--- src/design/blit_rect_tile_splitter_top_defines.svh ---
// Assertion macros for the blit tile splitter blocks.
// Needs clk and arst_n in the scope of the module that uses them.
`ifndef BLIT_RECT_TILE_SPLITTER_TOP_DEFINES_SVH
`define BLIT_RECT_TILE_SPLITTER_TOP_DEFINES_SVH

// Same-cycle implication, off while reset is applied.
`define BRTS_ASSERT_IMPL(lbl, ante, cons, msg) \
	lbl: assert property (@(posedge clk) disable iff (!arst_n) (ante) |-> (cons)) \
		else $error(msg);

// Next-cycle implication, off while reset is applied.
`define BRTS_ASSERT_NEXT(lbl, ante, cons, msg) \
	lbl: assert property (@(posedge clk) disable iff (!arst_n) (ante) |=> (cons)) \
		else $error(msg);

`endif

--- src/design/brts_pkg.sv ---
// Shared types and constants of the blit tile splitter.
// No dependencies; every other design file but the macro header refers to it by scoped names.
`timescale 1ns / 1ps
`default_nettype none

package brts_pkg;

	localparam int MAX_TILES_PER_SIDE_DEF  = 64;
	localparam int MAX_PIECES_PER_AXIS_DEF = 8;

	localparam int TS_MAX      = 10;   // largest usable tile_shift
	localparam int RS_MAX      = 6;    // largest usable row_shift
	localparam int SIDE_HW_MAX = 64;   // 1 << RS_MAX
	localparam int SIDE_W      = 7;    // holds SIDE_HW_MAX
	localparam int PCNT_W      = 4;    // piece count per axis, up to 8
	localparam int PIDX_W      = 3;    // piece slot index per axis, 0..7
	localparam int JOBQ_DEPTH  = 2;

	localparam int CFG_IDX_W  = 1;
	localparam int CFG_DATA_W = 4;

	typedef enum logic [CFG_IDX_W-1:0] {
		REG_TILE_SHIFT = 1'b0,
		REG_ROW_SHIFT  = 1'b1
	} cfg_reg_t;

	typedef struct packed {
		logic [3:0] ts;
		logic [2:0] rs;
	} cfg_t;

	typedef struct packed {
		logic [15:0] src_x;
		logic [15:0] src_y;
		logic [15:0] dst_x;
		logic [15:0] dst_y;
		logic [15:0] rect_w;
		logic [15:0] rect_h;
	} req_t;

	typedef struct packed {
		logic [15:0] piece_src_x;
		logic [15:0] piece_src_y;
		logic [10:0] piece_w;
		logic [10:0] piece_h;
		logic [11:0] tile_index;
		logic [9:0]  local_x;
		logic [9:0]  local_y;
		logic        newly_used;
		logic        out_of_range;
		logic        empty_res;
		logic        truncated;
		logic        final_piece;
	} piece_t;

	// One classified request, handed from front to back.
	typedef struct packed {
		logic [15:0]       sdx;    // src_x - dst_x, mod 2^16
		logic [15:0]       sdy;
		logic [15:0]       dx;
		logic [15:0]       dy;
		logic [15:0]       bx;     // dst_x rounded down to the tile grid
		logic [15:0]       by;
		logic [16:0]       endx;   // dst_x + rect_w, no wrap
		logic [16:0]       endy;
		logic [PCNT_W-1:0] nx;
		logic [PCNT_W-1:0] ny;
		logic              trunc;
		logic              empty;
	} job_t;

endpackage

`default_nettype wire

--- src/design/brts_front.sv ---
// Front end: accepts a blit request and classifies it into a job.
// Depends on brts_pkg.
`timescale 1ns / 1ps
`default_nettype none

module brts_front #(
	parameter int MAX_PIECES_PER_AXIS = brts_pkg::MAX_PIECES_PER_AXIS_DEF
) (
	input  wire logic          [3:0] tile_shift,
	input  wire logic                req_valid,
	output logic                     req_ready,
	input  wire brts_pkg::req_t      req,
	input  wire logic                q_full,
	input  wire logic                clear_busy,
	output logic                     push,
	output brts_pkg::job_t           job
);

	localparam logic [brts_pkg::PCNT_W-1:0] MAXP = brts_pkg::PCNT_W'(MAX_PIECES_PER_AXIS);

	logic [10:0] tsize;
	logic [9:0]  mask;
	logic [9:0]  offx, offy;
	logic [16:0] sumx, sumy;
	logic [16:0] cx, cy;

	assign tsize = 11'(1) << tile_shift;
	assign mask  = 10'(tsize - 11'd1);
	assign offx  = req.dst_x[9:0] & mask;
	assign offy  = req.dst_y[9:0] & mask;

	// Slot count: tiles spanned from the aligned base to the far edge.
	assign sumx = 17'(offx) + 17'(req.rect_w) + 17'(mask);
	assign sumy = 17'(offy) + 17'(req.rect_h) + 17'(mask);
	assign cx   = (req.rect_w == 16'd0) ? 17'd0 : (sumx >> tile_shift);
	assign cy   = (req.rect_h == 16'd0) ? 17'd0 : (sumy >> tile_shift);

	always_comb begin
		job.sdx   = req.src_x - req.dst_x;
		job.sdy   = req.src_y - req.dst_y;
		job.dx    = req.dst_x;
		job.dy    = req.dst_y;
		job.bx    = req.dst_x & ~{6'd0, mask};
		job.by    = req.dst_y & ~{6'd0, mask};
		job.endx  = 17'(req.dst_x) + 17'(req.rect_w);
		job.endy  = 17'(req.dst_y) + 17'(req.rect_h);
		job.nx    = (cx > 17'(MAXP)) ? MAXP : cx[brts_pkg::PCNT_W-1:0];
		job.ny    = (cy > 17'(MAXP)) ? MAXP : cy[brts_pkg::PCNT_W-1:0];
		job.trunc = (cx > 17'(MAXP)) || (cy > 17'(MAXP));
		job.empty = (cx == 17'd0) || (cy == 17'd0);
	end

	// Hold off requests while the tile store clears or the queue is full.
	assign req_ready = !q_full && !clear_busy;
	assign push      = req_valid && req_ready;

endmodule

`default_nettype wire

--- config.mk ---
export PLATFORM = sky130hd
export DESIGN_NAME = brts_front
export DESIGN_NICKNAME = d
export VERILOG_FILES = /design/src/design/blit_rect_tile_splitter_top_defines.svh /design/src/design/brts_pkg.sv /design/src/design/brts_front.sv
export SDC_FILE = /design/constraint.sdc
export NUM_CORES = 1
export LEC_CHECK = 0
export CORE_MARGIN = 8
export CORE_UTILIZATION = 40
export DETAILED_ROUTE_END_ITERATION = 12
export DONT_BUFFER_PORTS = 1
export PLACE_DENSITY = 0.63
export SLEW_MARGIN = 30
export SYNTH_ARGS = -nofsm -noshare
export SYNTH_HDL_FRONTEND = slang
export SYNTH_SLANG_ARGS = --single-unit
--- constraint.sdc ---
create_clock -name vclk -period 11.4
set_input_delay 2.28 -clock vclk [all_inputs]
set_output_delay 2.28 -clock vclk [all_outputs]
set_load 0.02 [all_outputs]
==> reports/metrics.cfg, run 1 <==
[outcome]
status = completed

[synth]
synth_top_family_by_area = compound AO/OA/AOI/OAI gates
ys_warn_count = 0
netlist_area_um2 = 7340
synth_fp_nets = 1275
synth-simple-area-share_pct = 25.1
synth_cells = 1063
synth.area.mux_share_pct = 5.25
synth_compound_area_share_pct = 28.3
avgSynthCellArea_um2 = 6.91
synthAdderAreaFrac_pct = 21.2
synth-xor-area-share_pct = 7.27
synth-seq-area-share_pct = 0
synth.distinct_cells = 84

[routing]
routed_via_density = 6.14
detail_route.wl_per_cell_um = 20.0
totalWireLength_um = 24200
drt-initial-drc-count = 867
drt_first_pass_iters = 5
route.vias.total = 7417
ant_nets = 0
drc = 0

[sta]
setup-violations-final = 0
finalMaxSlewViolations = 0
tns_ps = 0
fmax_mhz = 94.5
worst_pin_slew_ps = 811
setup_ws_ps = 822
hold_viol = 0
post-route-period-util_pct = 92.8
period_minus_slack_ps = 10580
fin_hold_ws_ps = 4560
rsz0062_at_grt = no
relSlewSlack_pct = 45.3

[floorplanning]
die_x_um = 152
top_level_ports = 245
core_um2 = 18000
die_h_um = 152
dieArea_um2 = 23000
initial_core_util_pct = 40.9
rows = 49

[cts]
cts_resized = 0
cts_hold_buf = 0
cts_setup_buffers = 0

[place]
pre_cts_ws_ps = 970
gp_congestion = 0.907
place_area_um2 = 7110
port_buffers = 0
hpwl_um = 20400

[pwr]
p_leak_nw = 3.06
power_density_nw_per_um2 = 96.0
vdd_drop_max_mv = 0.0408

[critical_path]
start_kind = primary input
crit_type = primary input to primary output
worstPathMaxFanout = 46
end_kind = primary output
crit_arrival_ps = 8300
cp_data_required_time_ps = 9120

[run]
max_cap_violations = 0

[layout]
diodes = 0
final_cell_mix = 131 x nor2_1, 88 x inv_1, 83 x ha_1
nClkBuffers = 0
final_common_cell = nor2_1
drive_above_1_share_pct = 4.60
fin_area_um2 = 7110
ff_latch_area_um2 = 0
fin_nets = 1193
seq_cells = 0
area_growth_pct = -3.22

[global_route]
grt_pass1_vias = 6807
grtUsageTotal_pct = 19.8
grt.overflow.total = 0
grt_pass1_wl_um = 37300
grt_max_degree = 47
antenna_found_initial = 0

[worst_hold_path]
hp-class = primary input to primary output

path summary, 6_finish.rpt:
path / depth (start not counted) / startpoint / slack, ps / end
min: 0 / req[36] / 4560 / job[80]
max: 20 / tile_shift[0] / 820 / job[8]
through the flow:
step | util [%] | std cells | total power [W]
floorplan | - | 1063 | 0.000585
global placement | 39.6 | 1208 | 0.000668
detailed placement | 39.6 | 1208 | 0.000672
CTS | 39.6 | 1208 | 0.000676
global route | 39.6 | 1208 | 0.000748
finish | 39.6 | 1208 | 0.000683
kinds of logic after synthesis:
logic type / Yosys count
adder cells (fa/ha/maj): 109
buffers and inverters: 185
AO/OA/AOI/OAI: 297
AND/OR/NAND/NOR: 386
multiplexers: 25
XOR/XNOR: 61
where the power goes:
part | internal, W | switching, W | total (W)
logic | 0.000255 | 0.000427 | 0.000683
registers | 0 | 0 | 0
clock network | 0 | 0 | 0
worst max-delay path, cell delays in order:
cell and delay, ps:
nor2_1 440, nand2_1 220, ha_1 330, nor2_1 170, a22oi_1 90, o22ai_1 610, and2_1 240, fa_1 410
ha_1 420, o21ai_0 290, or2_2 210, nor2b_1 190, o2111ai_1 160, a211oi_1 420, mux2i_1 120, a211oi_1 640
a211oi_1 100, nor3_1 320, o21ai_2 130, a2111oi_4 470
synthesized netlist by cell type (15+ instances only):
cell / instances / area [µm²]
a211oi_1: 23 / 173
a21oi_1: 55 / 275
and2_1: 15 / 93.8
and3_1: 21 / 131
buf_4: 55 / 413
clkbuf_1: 23 / 86.3
fa_1: 26 / 521
ha_1: 83 / 1040
inv_1: 88 / 330
nand2_1: 82 / 308
nand3_1: 29 / 145
nor2_1: 131 / 492
nor2b_1: 15 / 93.8
nor3_1: 31 / 155
o211ai_1: 15 / 113
o21ai_0: 57 / 285
xnor2_1: 47 / 412
routing by layer:
metal  global-route usage [%]  part of all wire, %  up-vias
li1                         -                    -     3644
met1                     26.9                   45     3450
met2                     32.2                   46      304
met3                     4.51                  8.6       19
met4                     2.65                  1.2        0
met5                        0                    0        -
area by class of cell:
class | instances | area [µm²]
fill | 1918 | 10900
inverter | 90 | 338
multi-input combinational | 878 | 6400
tap | 229 | 287
timing repair buffer | 11 | 82.6
No activity file was read; power rests on OpenSTA's default activity.
==> run 2: changes to the inputs <==
--- a/config.mk
+++ b/config.mk
@@ -5,11 +5,14 @@
 export SDC_FILE = /design/constraint.sdc
 export NUM_CORES = 1
 export LEC_CHECK = 0
+export CELL_PAD_IN_SITES_DETAIL_PLACEMENT = 1
+export CELL_PAD_IN_SITES_GLOBAL_PLACEMENT = 1
 export CORE_MARGIN = 8
-export CORE_UTILIZATION = 40
+export CORE_UTILIZATION = 47
 export DETAILED_ROUTE_END_ITERATION = 12
 export DONT_BUFFER_PORTS = 1
-export PLACE_DENSITY = 0.63
+export PLACE_DENSITY = 0.93
+export REMOVE_ABC_BUFFERS = 1
 export SLEW_MARGIN = 30
 export SYNTH_ARGS = -nofsm -noshare
 export SYNTH_HDL_FRONTEND = slang
==> run 2 against run 1 <==
Compared with the run above:
- via count up 6.2%
- critical path depth unchanged
- fmax down 2.5%
- design area down 0.63%
- largest cell class unchanged
- wire length up 13%
- clock-buffer cell count unchanged
- sequential share of layout area unchanged
- utilization up 6.7 points
- first-iteration DRC count down 16%
- critical path type unchanged
- die area down 13%
- critical endpoint is now job[2]
==> reports/metrics.cfg, run 2 (synthesis gave the netlist of run 1 again) <==
[layout]
fin_nets = 1190
nClkBuffers = 0
final_common_cell = nor2_1
diodes = 0
seq_cells = 0
drive_above_1_share_pct = 4.30
final_cell_mix = 131 x nor2_1, 88 x inv_1, 83 x ha_1
ff_latch_area_um2 = 0
area_growth_pct = -3.83

[routing]
drt_first_pass_iters = 5
drt-initial-drc-count = 729
routed_via_density = 6.63
ant_nets = 0
drc = 0
detail_route.wl_per_cell_um = 23.0
totalWireLength_um = 27300
route.vias.total = 7875

[critical_path]
crit_arrival_ps = 8570
slowest_stage = nor2_1
worstPathMaxFanout = 34
cpPeakStageDelay_ps = 590
end_kind = primary output
crit_chain = nor2_1 > nand2_1 > ha_1 > nor2_1 > mux2i_1 > o32ai_1 > and2_1 > fa_1 > ha_1 > a211oi_1 > nand2_1 > a21o_1 > a31oi_1 > mux2_2 > a311o_1 > nor3_1 > o32ai_1 > a211o_1 > o21a_1 > nor2b_1
start_kind = primary input
cp_data_required_time_ps = 9120
crit_type = primary input to primary output

[global_route]
grt.overflow.total = 0
grtUsageTotal_pct = 26.0
grt_max_degree = 47
grt_pass1_vias = 7798
antenna_found_initial = 0
grt_pass1_wl_um = 43000

[sta]
setup-violations-final = 0
setup_ws_ps = 552
period_minus_slack_ps = 10850
relSlewSlack_pct = 39.5
rsz0062_at_grt = no
fin_hold_ws_ps = 4560
finalMaxSlewViolations = 0
worst_pin_slew_ps = 905
hold_viol = 0
tns_ps = 0
post-route-period-util_pct = 95.2
fmax_mhz = 92.2

[worst_hold_path]
hp-class = primary input to primary output
min_from = req[34]
min_path_cells = 0
whs_endpoint = job[78]

[floorplanning]
initial_core_util_pct = 48.1
dieArea_um2 = 19900
die_x_um = 141
rows = 45
core_um2 = 15300
top_level_ports = 245
die_h_um = 141

[place]
gp_congestion = 0.959
hpwl_um = 23100
port_buffers = 0
pre_cts_ws_ps = 681

[pwr]
vdd_drop_max_mv = 0.0386
finalPower_w = 0.000700
p_leak_nw = 3.04
power_density_nw_per_um2 = 99.1

[cts]
cts_resized = 0
cts_setup_buffers = 0
cts_hold_buf = 0

[run]
max_cap_violations = 0

[outcome]
status = completed

-- run 2: final cells by class --
| type | count | area, µm² |
|---|---|---|
| repair buffers | 8 | 60.1 |
| well taps | 211 | 264 |
| multi-input cells | 878 | 6400 |
| fillers | 2020 | 8200 |
| inverters | 90 | 338 |
-- run 2: power by group --
group / internal [W] / switching, W
logic: 0.000256 / 0.000444
clock network: 0 / 0
registers: 0 / 0
-- run 2: how the worst max path moves through the flow --
| stage | slack (ps) | startpoint | end | depth (start not counted) |
|---|---|---|---|---|
| finish | 550 | tile_shift[3] | job[2] | 20 |
| floorplan | 1030 | tile_shift[0] | job[0] | 19 |
| global route | 90 | tile_shift[3] | job[8] | 20 |
| global placement | 1000 | tile_shift[3] | job[2] | 20 |
| CTS | 640 | tile_shift[3] | job[8] | 21 |
| detailed placement | 680 | tile_shift[3] | job[2] | 20 |
-- run 2: stage by stage --
stage	util [%]	instance area, µm²	std cells
after global placement	46.3	7060	1187
after detailed placement	46.3	7060	1187
after CTS	46.3	7060	1187
after global routing	46.3	7060	1187
after floorplan	-	6740	968
final	46.3	7060	1187
-- run 2: routing by layer --
layer	routed length (µm)	track usage, %	share of wire [%]
met5	0	0	0
met4	580	4.81	2.1
met3	2410	6.38	8.8
met2	12900	44.4	47
met1	11300	32.6	42
-- run 2: critical path, delay by kind of cell --
kind                       cells  cell delay (ps)
muxes                          2              490
AOI/OAI and AO/OA              8             2590
adders and majority gates      3             1190
and+or+nand+nor                7             2010
