### src/design/blit_rect_tile_splitter_top_defines.svh
// Assertion macros for the blit tile splitter blocks.
// Needs clk and arst_n in the scope of the module that uses them.
`ifndef BLIT_RECT_TILE_SPLITTER_TOP_DEFINES_SVH
`define BLIT_RECT_TILE_SPLITTER_TOP_DEFINES_SVH

// Same-cycle implication, off while reset is applied.
`define BRTS_ASSERT_IMPL(lbl, ante, cons, msg) \
	lbl: assert property (@(posedge clk) disable iff (!arst_n) (ante) |-> (cons)) \
		else $error(msg);

// Next-cycle implication, off while reset is applied.
`define BRTS_ASSERT_NEXT(lbl, ante, cons, msg) \
	lbl: assert property (@(posedge clk) disable iff (!arst_n) (ante) |=> (cons)) \
		else $error(msg);

`endif

### src/design/brts_pkg.sv
// Shared types and constants of the blit tile splitter.
// No dependencies; every other design file but the macro header refers to it by scoped names.
`timescale 1ns / 1ps
`default_nettype none

package brts_pkg;

	localparam int MAX_TILES_PER_SIDE_DEF  = 64;
	localparam int MAX_PIECES_PER_AXIS_DEF = 8;

	localparam int TS_MAX      = 10;   // largest usable tile_shift
	localparam int RS_MAX      = 6;    // largest usable row_shift
	localparam int SIDE_HW_MAX = 64;   // 1 << RS_MAX
	localparam int SIDE_W      = 7;    // holds SIDE_HW_MAX
	localparam int PCNT_W      = 4;    // piece count per axis, up to 8
	localparam int PIDX_W      = 3;    // piece slot index per axis, 0..7
	localparam int JOBQ_DEPTH  = 2;

	localparam int CFG_IDX_W  = 1;
	localparam int CFG_DATA_W = 4;

	typedef enum logic [CFG_IDX_W-1:0] {
		REG_TILE_SHIFT = 1'b0,
		REG_ROW_SHIFT  = 1'b1
	} cfg_reg_t;

	typedef struct packed {
		logic [3:0] ts;
		logic [2:0] rs;
	} cfg_t;

	typedef struct packed {
		logic [15:0] src_x;
		logic [15:0] src_y;
		logic [15:0] dst_x;
		logic [15:0] dst_y;
		logic [15:0] rect_w;
		logic [15:0] rect_h;
	} req_t;

	typedef struct packed {
		logic [15:0] piece_src_x;
		logic [15:0] piece_src_y;
		logic [10:0] piece_w;
		logic [10:0] piece_h;
		logic [11:0] tile_index;
		logic [9:0]  local_x;
		logic [9:0]  local_y;
		logic        newly_used;
		logic        out_of_range;
		logic        empty_res;
		logic        truncated;
		logic        final_piece;
	} piece_t;

	// One classified request, handed from front to back.
	typedef struct packed {
		logic [15:0]       sdx;    // src_x - dst_x, mod 2^16
		logic [15:0]       sdy;
		logic [15:0]       dx;
		logic [15:0]       dy;
		logic [15:0]       bx;     // dst_x rounded down to the tile grid
		logic [15:0]       by;
		logic [16:0]       endx;   // dst_x + rect_w, no wrap
		logic [16:0]       endy;
		logic [PCNT_W-1:0] nx;
		logic [PCNT_W-1:0] ny;
		logic              trunc;
		logic              empty;
	} job_t;

endpackage

`default_nettype wire

### src/design/brts_jobq.sv
// Short job queue between the front and back ends.
// Depends on brts_pkg and the assertion macro header.
`timescale 1ns / 1ps
`default_nettype none
`include "blit_rect_tile_splitter_top_defines.svh"

module brts_jobq (
	input  wire logic           clk,
	input  wire logic           arst_n,
	input  wire logic           push,
	input  wire brts_pkg::job_t wdata,
	output logic                full,
	input  wire logic           pop,
	output logic                valid,
	output brts_pkg::job_t      rdata
);

	localparam int DEPTH = brts_pkg::JOBQ_DEPTH;
	localparam int AW    = (DEPTH > 1) ? $clog2(DEPTH) : 1;
	localparam int CW    = $clog2(DEPTH + 1);

	brts_pkg::job_t  entries_q [DEPTH];
	logic [AW-1:0]   wr_ptr_q, rd_ptr_q;
	logic [CW-1:0]   count_q;

	function automatic logic [AW-1:0] ptr_next(input logic [AW-1:0] p);
		ptr_next = (p == AW'(DEPTH - 1)) ? '0 : AW'(p + 1'b1);
	endfunction

	assign full  = (count_q == CW'(DEPTH));
	assign valid = (count_q != '0);
	assign rdata = entries_q[rd_ptr_q];

	always_ff @(posedge clk) begin
		if (push) begin
			entries_q[wr_ptr_q] <= wdata;
		end
	end

	always_ff @(posedge clk or negedge arst_n) begin
		if (!arst_n) begin
			wr_ptr_q <= '0;
			rd_ptr_q <= '0;
			count_q  <= '0;
		end else begin
			if (push) begin
				wr_ptr_q <= ptr_next(wr_ptr_q);
			end
			if (pop) begin
				rd_ptr_q <= ptr_next(rd_ptr_q);
			end
			if (push && !pop) begin
				count_q <= CW'(count_q + 1'b1);
			end else if (pop && !push) begin
				count_q <= CW'(count_q - 1'b1);
			end
		end
	end

	`BRTS_ASSERT_IMPL(a_jobq_no_overflow, push, !full || pop, "job queue written while full")
	`BRTS_ASSERT_NEXT(a_jobq_drain, pop && !push && (count_q == CW'(1)), !valid, "queue not empty after last pop")

endmodule

`default_nettype wire

### config.mk
export PLATFORM = sky130hd
export DESIGN_NAME = brts_jobq
export DESIGN_NICKNAME = d
export VERILOG_FILES = /design/src/design/brts_pkg.sv /design/src/design/brts_jobq.sv
export VERILOG_INCLUDE_DIRS = /design/src /design/src/design
export SDC_FILE = /design/constraint.sdc
export NUM_CORES = 1
export LEC_CHECK = 0
export BUFFER_PORTS_ARGS = -buffer_cell sky130_fd_sc_hd__buf_2
export CORE_AREA = 2 2 150 152
export DETAILED_ROUTE_END_ITERATION = 6
export DIE_AREA = 0 0 152 154
export GPL_TIMING_DRIVEN = 1
export PLACE_DENSITY = 0.77
export SLEW_MARGIN = 20
export SYNTH_ARGS = -nofsm -noshare
export SYNTH_HDL_FRONTEND = slang
export SYNTH_SLANG_ARGS = --single-unit
### constraint.sdc
create_clock -name clk -period 9.4 [get_ports clk]
set_clock_uncertainty 0.2 [all_clocks]
set_input_delay 0.94 -clock clk [delete_from_list [all_inputs] [get_ports clk]]
set_output_delay 0.94 -clock clk [all_outputs]
set_load 0.01 [all_outputs]
==> results of run 1 <==
Yosys cell counts (all sizes together):
cell type  number  area (sq um)
ha              1          12.5
dfrtp           4           100
edfxtp        280          8410
or2             1          6.26
inv             1          3.75
xor2            4          35.0
xnor2           1          8.76
nor2b           2          12.5
mux2          140          1910
buf            16           153
nor2            1          3.75
and2            1          6.26
power by group through the flow:
stage | clock (mW) | sequential (mW) | combinational [mW]
floorplan | 0 | 1.80 | 0.855
global placement | 0 | 1.77 | 1.19
detailed placement | 0 | 1.79 | 1.21
CTS | 1.14 | 1.77 | 1.22
global route | 1.19 | 1.78 | 1.28
finish | 1.11 | 1.76 | 1.20
placed cells by master (no fill, tap or decap), types with 3 or more instances in the layout:
| cell type | count |
|---|---|
| sky130_fd_sc_hd__bufinv_16 | 4 |
| sky130_fd_sc_hd__clkinv_1 | 5 |
| sky130_fd_sc_hd__dfrtp_1 | 3 |
| sky130_fd_sc_hd__clkbuf_1 | 6 |
| sky130_fd_sc_hd__mux2_4 | 90 |
| sky130_fd_sc_hd__clkbuf_16 | 29 |
| sky130_fd_sc_hd__xor2_1 | 4 |
| sky130_fd_sc_hd__buf_4 | 5 |
| sky130_fd_sc_hd__edfxtp_1 | 280 |
| sky130_fd_sc_hd__mux2_2 | 50 |
| sky130_fd_sc_hd__clkinv_2 | 4 |
| sky130_fd_sc_hd__buf_2 | 285 |
registers in the layout, summed over array words and instances, names as in the netlist:
register,cells
entries_q,280
wr_ptr_q,1
rd_ptr_q,1
count_q,2
final cells by class:
type / count / area, sq um / share of cell area, %
antenna: 1 / 2.50 / 0.0188
sequential: 284 / 8510 / 64.0
inverter: 1 / 3.75 / 0.0282
timing repair buffer: 292 / 1490 / 11.2
tap: 280 / 350 / 2.63
clock buffer: 35 / 748 / 5.62
multi-input combinational: 151 / 2010 / 15.1
clock inverter: 16 / 183 / 1.37
metal layers:
metal  routed length, microns  vias up  global-route usage, %
li1                         -     2416                      -
met1                     7700     2570                   19.4
met2                    10000      231                   28.6
met3                     1660       41                   4.82
met4                      532        0                   5.12
met5                        0        -                      0
worst reg2reg max path, stage by stage, from the launching register on:
cell and delay (ns):
sky130_fd_sc_hd__dfrtp_1 0.42, sky130_fd_sc_hd__nor2b_4 0.11, sky130_fd_sc_hd__buf_4 0.68, sky130_fd_sc_hd__buf_4 0.94
how the worst max path moves through the flow:
stage                   from                 to  slack [ns]  cells after the start
CTS                 rd_ptr_q          rdata[11]        5.52                      3
global route        rd_ptr_q          rdata[15]        5.46                      3
finish              rd_ptr_q          rdata[11]        5.58                      3
detailed placement      push  entries_q[0][110]        5.90                      4
global placement        push  entries_q[0][111]        5.97                      4
floorplan               push    entries_q[0][0]        1.54                      1
through the flow:
step,worst slack (ns),total power [mW],hold slack [ns],area (sq um),utilization (%)
2_1_floorplan,1.54,2.65,0.247,10700,-
3_3_place_gp,5.97,2.96,0.266,12300,56.9
3_5_place_dp,5.90,3.00,0.287,12300,56.9
4_1_cts,5.52,4.12,0.299,13300,61.2
5_1_grt,5.46,4.25,0.321,13300,61.3
6_report,5.58,4.08,0.297,13300,61.3
kinds of logic after synthesis:
family                   share of synthesized area [%]
AND/OR/NAND/NOR                                  0.270
adder cells (fa/ha/maj)                          0.117
XOR/XNOR                                         0.411
multiplexers                                      18.0
buffers and inverters                             1.47
flip-flops                                        79.8
==> results.md, run 1 <==
- Setup slack on the worst reg-to-reg path comes out at 6.56 ns.
- The final number of setup-violating endpoints is 0.
- In the routed layout, each cell is associated on average with a via count of 4.96.
- The largest vdd supply drop is 194 uV.
- The count of placed standard cells in the final layout, fillers left out is 1060.
- The worst setup path is launched from a register.
- Measured along the y axis, the die boundary spans 154 microns.
- The final worst-path cycle share is 40.6%.
- The startpoint of the lowest-slack hold path is count_q[1].
- The final layout contains routed wiring with a total length of 19.9 mm.
- The number of flip-flops and latches in the synthesized netlist is 284.
- The hold path endpoint is count_q[1].
- The floorplan step defined a die boundary enclosing 23400 sq um.
- The summed instance area of the synthesized netlist is 10700 sq um.
- The power share of the combinational group is 29.5%.
- The number of antenna violations at the first check in global routing is 1.
- The sequential cell area fraction in the yosys report is 79.8%.
- For the worst-skew pair, the clock arrives at the later sink with an insertion delay of 0.54 ns.
- Setup repair after global routing left no endpoint under its margin.
- In this run, the number of DRC markers left after iteration 0 of detailed routing was 256.
- The number of failing hold endpoints at the final stage is 0.
- In this run the critical register-to-register path is captured at entries_q[0][135].
- Of the cells placed in the final design, the portion with a size suffix greater than 1 is 61.0%.
- The total of buffers placed on input and output ports is 285.
- STA classifies the critical path endpoint as an output port.
- The number of pins exceeding their max-slew limit in the final report was 0.
- After clock tree synthesis, the clock-pin slew on the worst setup and hold paths is 0.06 ns.
- The number of nets handed over by synthesis was 597.
- Summed over all cells, the static leakage comes to 5.27 nW.
- The number of remaining DRC errors is 0.
- The count of yosys warnings during synthesis is 0.
- STA puts the critical path data arrival time at 2.68 ns.
- The number of different library cells in the post-synthesis netlist is 15.
- Routability-driven placement finished with a final weighted congestion of 0.801.
- In this run the number of H-tree levels came out at 1.
- The number of fill cells is 1525.
- The routed layout has 5258 vias.
- Once detailed placement completed, the half-perimeter wirelength came to 13.1 mm.
- TritonCTS created 29 clock buffers.
- The number of violations of the max-capacitance limit is 0.
- The clock network fraction of total power is 27.3%.
- The remaining max-slew budget at the tightest pin is 25.1%.
- In the final design database the tool counted 904 nets.
- Among cell families on the critical path, the largest total delay comes from buffers and inverters.
- The post-CTS resize count is 0.
- After clock tree synthesis, the setup repair step added 0 buffers.
- The clock drives 284 sinks.
- The highest cell delay on the worst timing path is 0.83 ns.
- In the final routed layout, each cell accounts on average for 18.8 microns.
- The part of the power in registers is 43.2%.
- The number of global-route vias before repair is 5653.
- The synthesized area per cell is 23.6 sq um.
- The largest net degree at the start of global routing is 81.
- The maximum clock rate is 262 MHz.
- The critical path class is register to output port.
- The final period demand of the worst path is 3.82 ns.
- The launch instance of the worst register-to-register path is wr_ptr_q.
- TritonCTS built the clock tree.
- The synthesized instance count is 452.
- The longest clock path from root to sink contains 3 buffers.
- After clock tree synthesis, the flow added hold-fix buffers numbering 1.
- At the worst endpoint, the required time is 8.26 ns.
- The layout-stage area growth over the synthesis result is 24.7%.
- Cell internal power was estimated by the tool at 2.95 mW.
- The floorplan step set the die width to 152 microns.
- For this configuration, the core starts out at a cell density of 49.2%.
- In this run the worst path has a maximum fanout of 72.
- In this run the power spent charging and discharging nets is 1.12 mW.
- Counting cells, the worst reg-to-reg path comes to 3.
- After global routing the overflow that remains totals 0.
- The worst-path cell with the longest stage delay is sky130_fd_sc_hd__buf_4.
- The final-layout setup total negative slack is 0 ns.
- The power density over the cells is 306 nW/um^2.
- In this run switching power makes up 27.6% of total power.
- The run finished with clean final reports.
- Global routing used 16.3% of the available tracks.
- The global-route wire length before repair is 30.1 mm.
- The critical path goes through buf_4 > mux2_2 > buf_2.
- After floorplanning, the core was sized to cover 21700 sq um.
- The number of nets still failing antenna checks after routing is 0.
- The iteration count of the initial detailed-routing pass is 6.
- Along the worst hold path, the cell count comes to 1.
- The cell chosen for the clock root is sky130_fd_sc_hd__clkbuf_16.
- The cell count after placement is 1006.
- In this run the count of I/O pins placed on the die edge is 286.
- The worst hold path belongs to the class register to register.
- The count of buffering cells on the critical path with inverters included is 2.
- At the pin with the least slew margin, the transition time is 1.12 ns.
- The initialized floorplan defines 54 standard-cell rows.
(Power assumes the default switching activity.)
==> run 2, diff against run 1 <==
CORE_AREA = 2 2 154 156   (was 2 2 150 152)
DIE_AREA = 0 0 156 158   (was 0 0 152 154)
clock period = 3.35 ns   (was 9.4 ns; I/O delays follow)
==> run 2 against run 1 <==
Critical path type unchanged. Critical endpoint is now rdata[134]. Largest cell class unchanged. Worst hold slack better by 0.019 ns. Sequential power grew to 2.8 times the previous value. Total power grew to 2.8 times the previous value.
==> results.md, run 2 (synthesis results as in run 1) <==
- The flow ran to the end, and the final reports show no timing, DRC or antenna violations.
- The number of nets still failing antenna checks after routing is 0 (unchanged).
- The number of antenna violations at the first check in global routing is 0 (-1).
- The number of fill cells came to 1501 (-1.6%).
- The startpoint of the lowest-slack hold path is count_q[1].
- The worst path uses 84.5% of the clock period.
- The library cells used most frequently in the layout, excluding fill and tap cells, are 285 x sky130_fd_sc_hd__buf_2, 280 x sky130_fd_sc_hd__edfxtp_1, 144 x sky130_fd_sc_hd__dlygate4sd3_1, 90 x sky130_fd_sc_hd__mux2_4, 50 x sky130_fd_sc_hd__mux2_2.
- Clock tree synthesis selected as its root buffer the cell sky130_fd_sc_hd__clkbuf_16.
- The area enclosed by the die boundary is 24600 sq um (+5.3%).
- The required time at the worst-slack endpoint is 2.81 ns (-5.45 ns).
- The maximum clock path buffer count is 3 (unchanged).
- The utilization after layout is 64.1% (+2.7 points).
- The flip-flop count of the largest register after layout is 280 (unchanged).
- The largest vdd supply drop came to 506 uV (+160%).
- The power density over the cells is 773 nW/um^2 (+150%).
- The placer congestion estimate is 0.720 (-10%).
- The number of CTS-inserted buffers is 28 (-3.4%).
- The part of the power in registers is 43.7% (+0.5 points).
- The number of failing hold endpoints at the final stage is 0 (unchanged).
- The number of standard-cell rows in the floorplan came to 56 (+3.7%).
- The worst hold slack across all endpoints came to 0.316 ns (+0.0190 ns).
- The HPWL after detailed placement came to 13.4 mm (+2.2%).
- Setup repair after global routing left no endpoint under its margin.
- The worst endpoint data arrival time is 2.30 ns (-0.38 ns).
- The global-route wire length before repair is 33.5 mm (+11%).
- The initial core utilization is 46.3% (-2.9 points).
- The final number of setup-violating endpoints is 0 (unchanged).
- The leading cell type in the layout, fill and taps excluded is sky130_fd_sc_hd__buf_2.
- The CTS sink count is 284 (unchanged).
- The clock latency on the worst-skew pair is 0.53 ns (about the same).
- The clock network fraction of total power is 24.4% (-2.9 points).
- The first-iteration detailed-routing DRC count is 313 (+22%).
- The number of remaining DRC errors came to 0 (unchanged).
- In the final layout, the registers with the most flip-flops are entries_q x280, count_q x2.
- The area growth from synthesis to layout is 38.5%.
- The measured slew at the worst slew-check pin came to 0.673 ns (-0.450 ns).
- The average routed wire per standard cell is 18.9 microns (+0.39%).
- The number of global-route vias before repair is 6314 (+12%).
- The post-CTS resize count is 0 (unchanged).
- The leakage power is 5.88 nW (+12%).
- The detailed-route via count is 5939 (+13%).
- The register with the highest flop count is entries_q.
- The final wirelength is 23.0 mm (+16%).
- The critical-path maximum fanout is 36 (-50%).
- The fraction of power spent switching nets is 28.6% (+1.0 points).
- The remaining max-slew budget at the tightest pin is 55.1% (+30 points).
- The number of vias per cell after detailed routing is 4.87 (-1.9%).
- The sort of element at the start of the critical path is a register.
- The final-layout setup total negative slack is 0 ns (unchanged).
- The net count reported at finish is 1055 (+17%).
- The number of I/O pins is 286 (unchanged).
- The reg-to-reg setup timing slack is 1.43 ns (-5.13 ns).
- The critical path class is register to output port.
- The total of buffers placed on input and output ports is 285 (unchanged).
- The launch instance of the worst register-to-register path is wr_ptr_q.
- The worst hold-check path type is register to register.
- The fraction of final layout cells with drive strength greater than 1 is 51.5% (-9.5 points).
- The internal power is 8.16 mW (+180%).
- The clock transition at the register clock pins on the worst setup and hold paths after CTS was 0.06 ns (about the same).
- For the finished layout, the period the worst path requires is 2.83 ns.
- The power share of the combinational group was 31.9% (+2.4 points).
- The area taken by multi-input logic gates is 2010 sq um (unchanged).
- TritonCTS built the clock tree.
- The number of violations of the max-capacitance limit is 0 (unchanged).
- The combined flip-flop and latch cell area was 8510 sq um (unchanged).
- The total overflow reported by the global router is 0 (unchanged).
- The net switching power figure was 3.26 mW (+190%).
- The floorplan core area is 23100 sq um (+6.3%).
- The largest net degree at the start of global routing was 52 (-36%).
- The total global routing track utilization is 17.7% (+1.4 points).
- The die span in x is 156 microns (+2.6%).
- The level count of the clock H-tree is 1 (unchanged).
- The worst setup path is captured at an output port.
- Tracing the worst setup path back leads to its startpoint at rd_ptr_q.
- The vertical die dimension came to 158 microns (+2.6%).
- The number of pins exceeding their max-slew limit in the final report is 0 (unchanged).
- Based on the critical path, the design can be clocked at up to 353 MHz.
- The iteration count of the initial detailed-routing pass is 4 (-2).
## run 2: cell count changes in the layout (fill, tap and decap cells not counted), sizes merged
cell / change
buf: +9
bufinv: -4
clkbuf: +2
clkinv: +1
dlygate4sd3: +143
inv: -1
## run 2: final cells by class
class,count,share of cell area [%]
well taps,290,2.46
diodes,1,0.0169
clock inverters,12,0.381
clock buffers,37,5.12
multi-input cells,151,13.6
inverters,1,0.0254
repair buffers,444,20.8
flip-flops and latches,284,57.6
## run 2: metal layers
metal	track usage [%]	vias to the layer above	wire (microns)
li1	-	2716	-
met1	21.0	2930	8880
met2	32.1	248	12000
met3	3.75	45	1550
met4	6.03	0	578
met5	0	-	0
## run 2: through the flow
stage	std cells	setup WS, ns	cell area (sq um)	power (mW)
4_1_cts	1219	0.475	14800	11.5
5_1_grt	1219	0.410	14800	11.9
3_5_place_dp	1026	1.07	12500	8.53
6_report	1220	0.518	14800	11.4
2_1_floorplan	452	0.226	10700	7.34
3_3_place_gp	1026	1.12	12500	8.47
## run 2: worst paths after layout
kind	to	cells after the start
worst min-delay path	count_q[1]	1
max in group asynchronous	rd_ptr_q	3
min in group asynchronous	count_q[0]	3
worst min register to register	count_q[1]	1
worst max register to register	entries_q[1][29]	2
worst max-delay path	rdata[134]	3
## run 2: worst max-delay path, cell delays in order, from the launching register on
cell and delay, ns:
sky130_fd_sc_hd__dfrtp_4 0.82, sky130_fd_sc_hd__buf_4 0.39, sky130_fd_sc_hd__mux2_2 0.39, sky130_fd_sc_hd__buf_2 0.14
## run 2: power by group through the flow
| stage | clock network [mW] | logic (mW) | registers [mW] |
|---|---|---|---|
| after floorplan | 0 | 2.40 | 4.94 |
| after detailed placement | 0 | 3.47 | 5.06 |
| final | 2.79 | 3.64 | 4.99 |
| after global placement | 0 | 3.45 | 5.02 |
| after CTS | 2.84 | 3.63 | 4.99 |
| after global routing | 2.98 | 3.86 | 5.05 |
## run 2: timing repair
| item | 4_1_cts | 5_1_grt |
|---|---|---|
| hold buffers | 144 | 0 |
| setup endpoints to repair | 0 | 0 |
| buffers inserted | 0 | 0 |
| hold endpoints to repair | 287 | 0 |
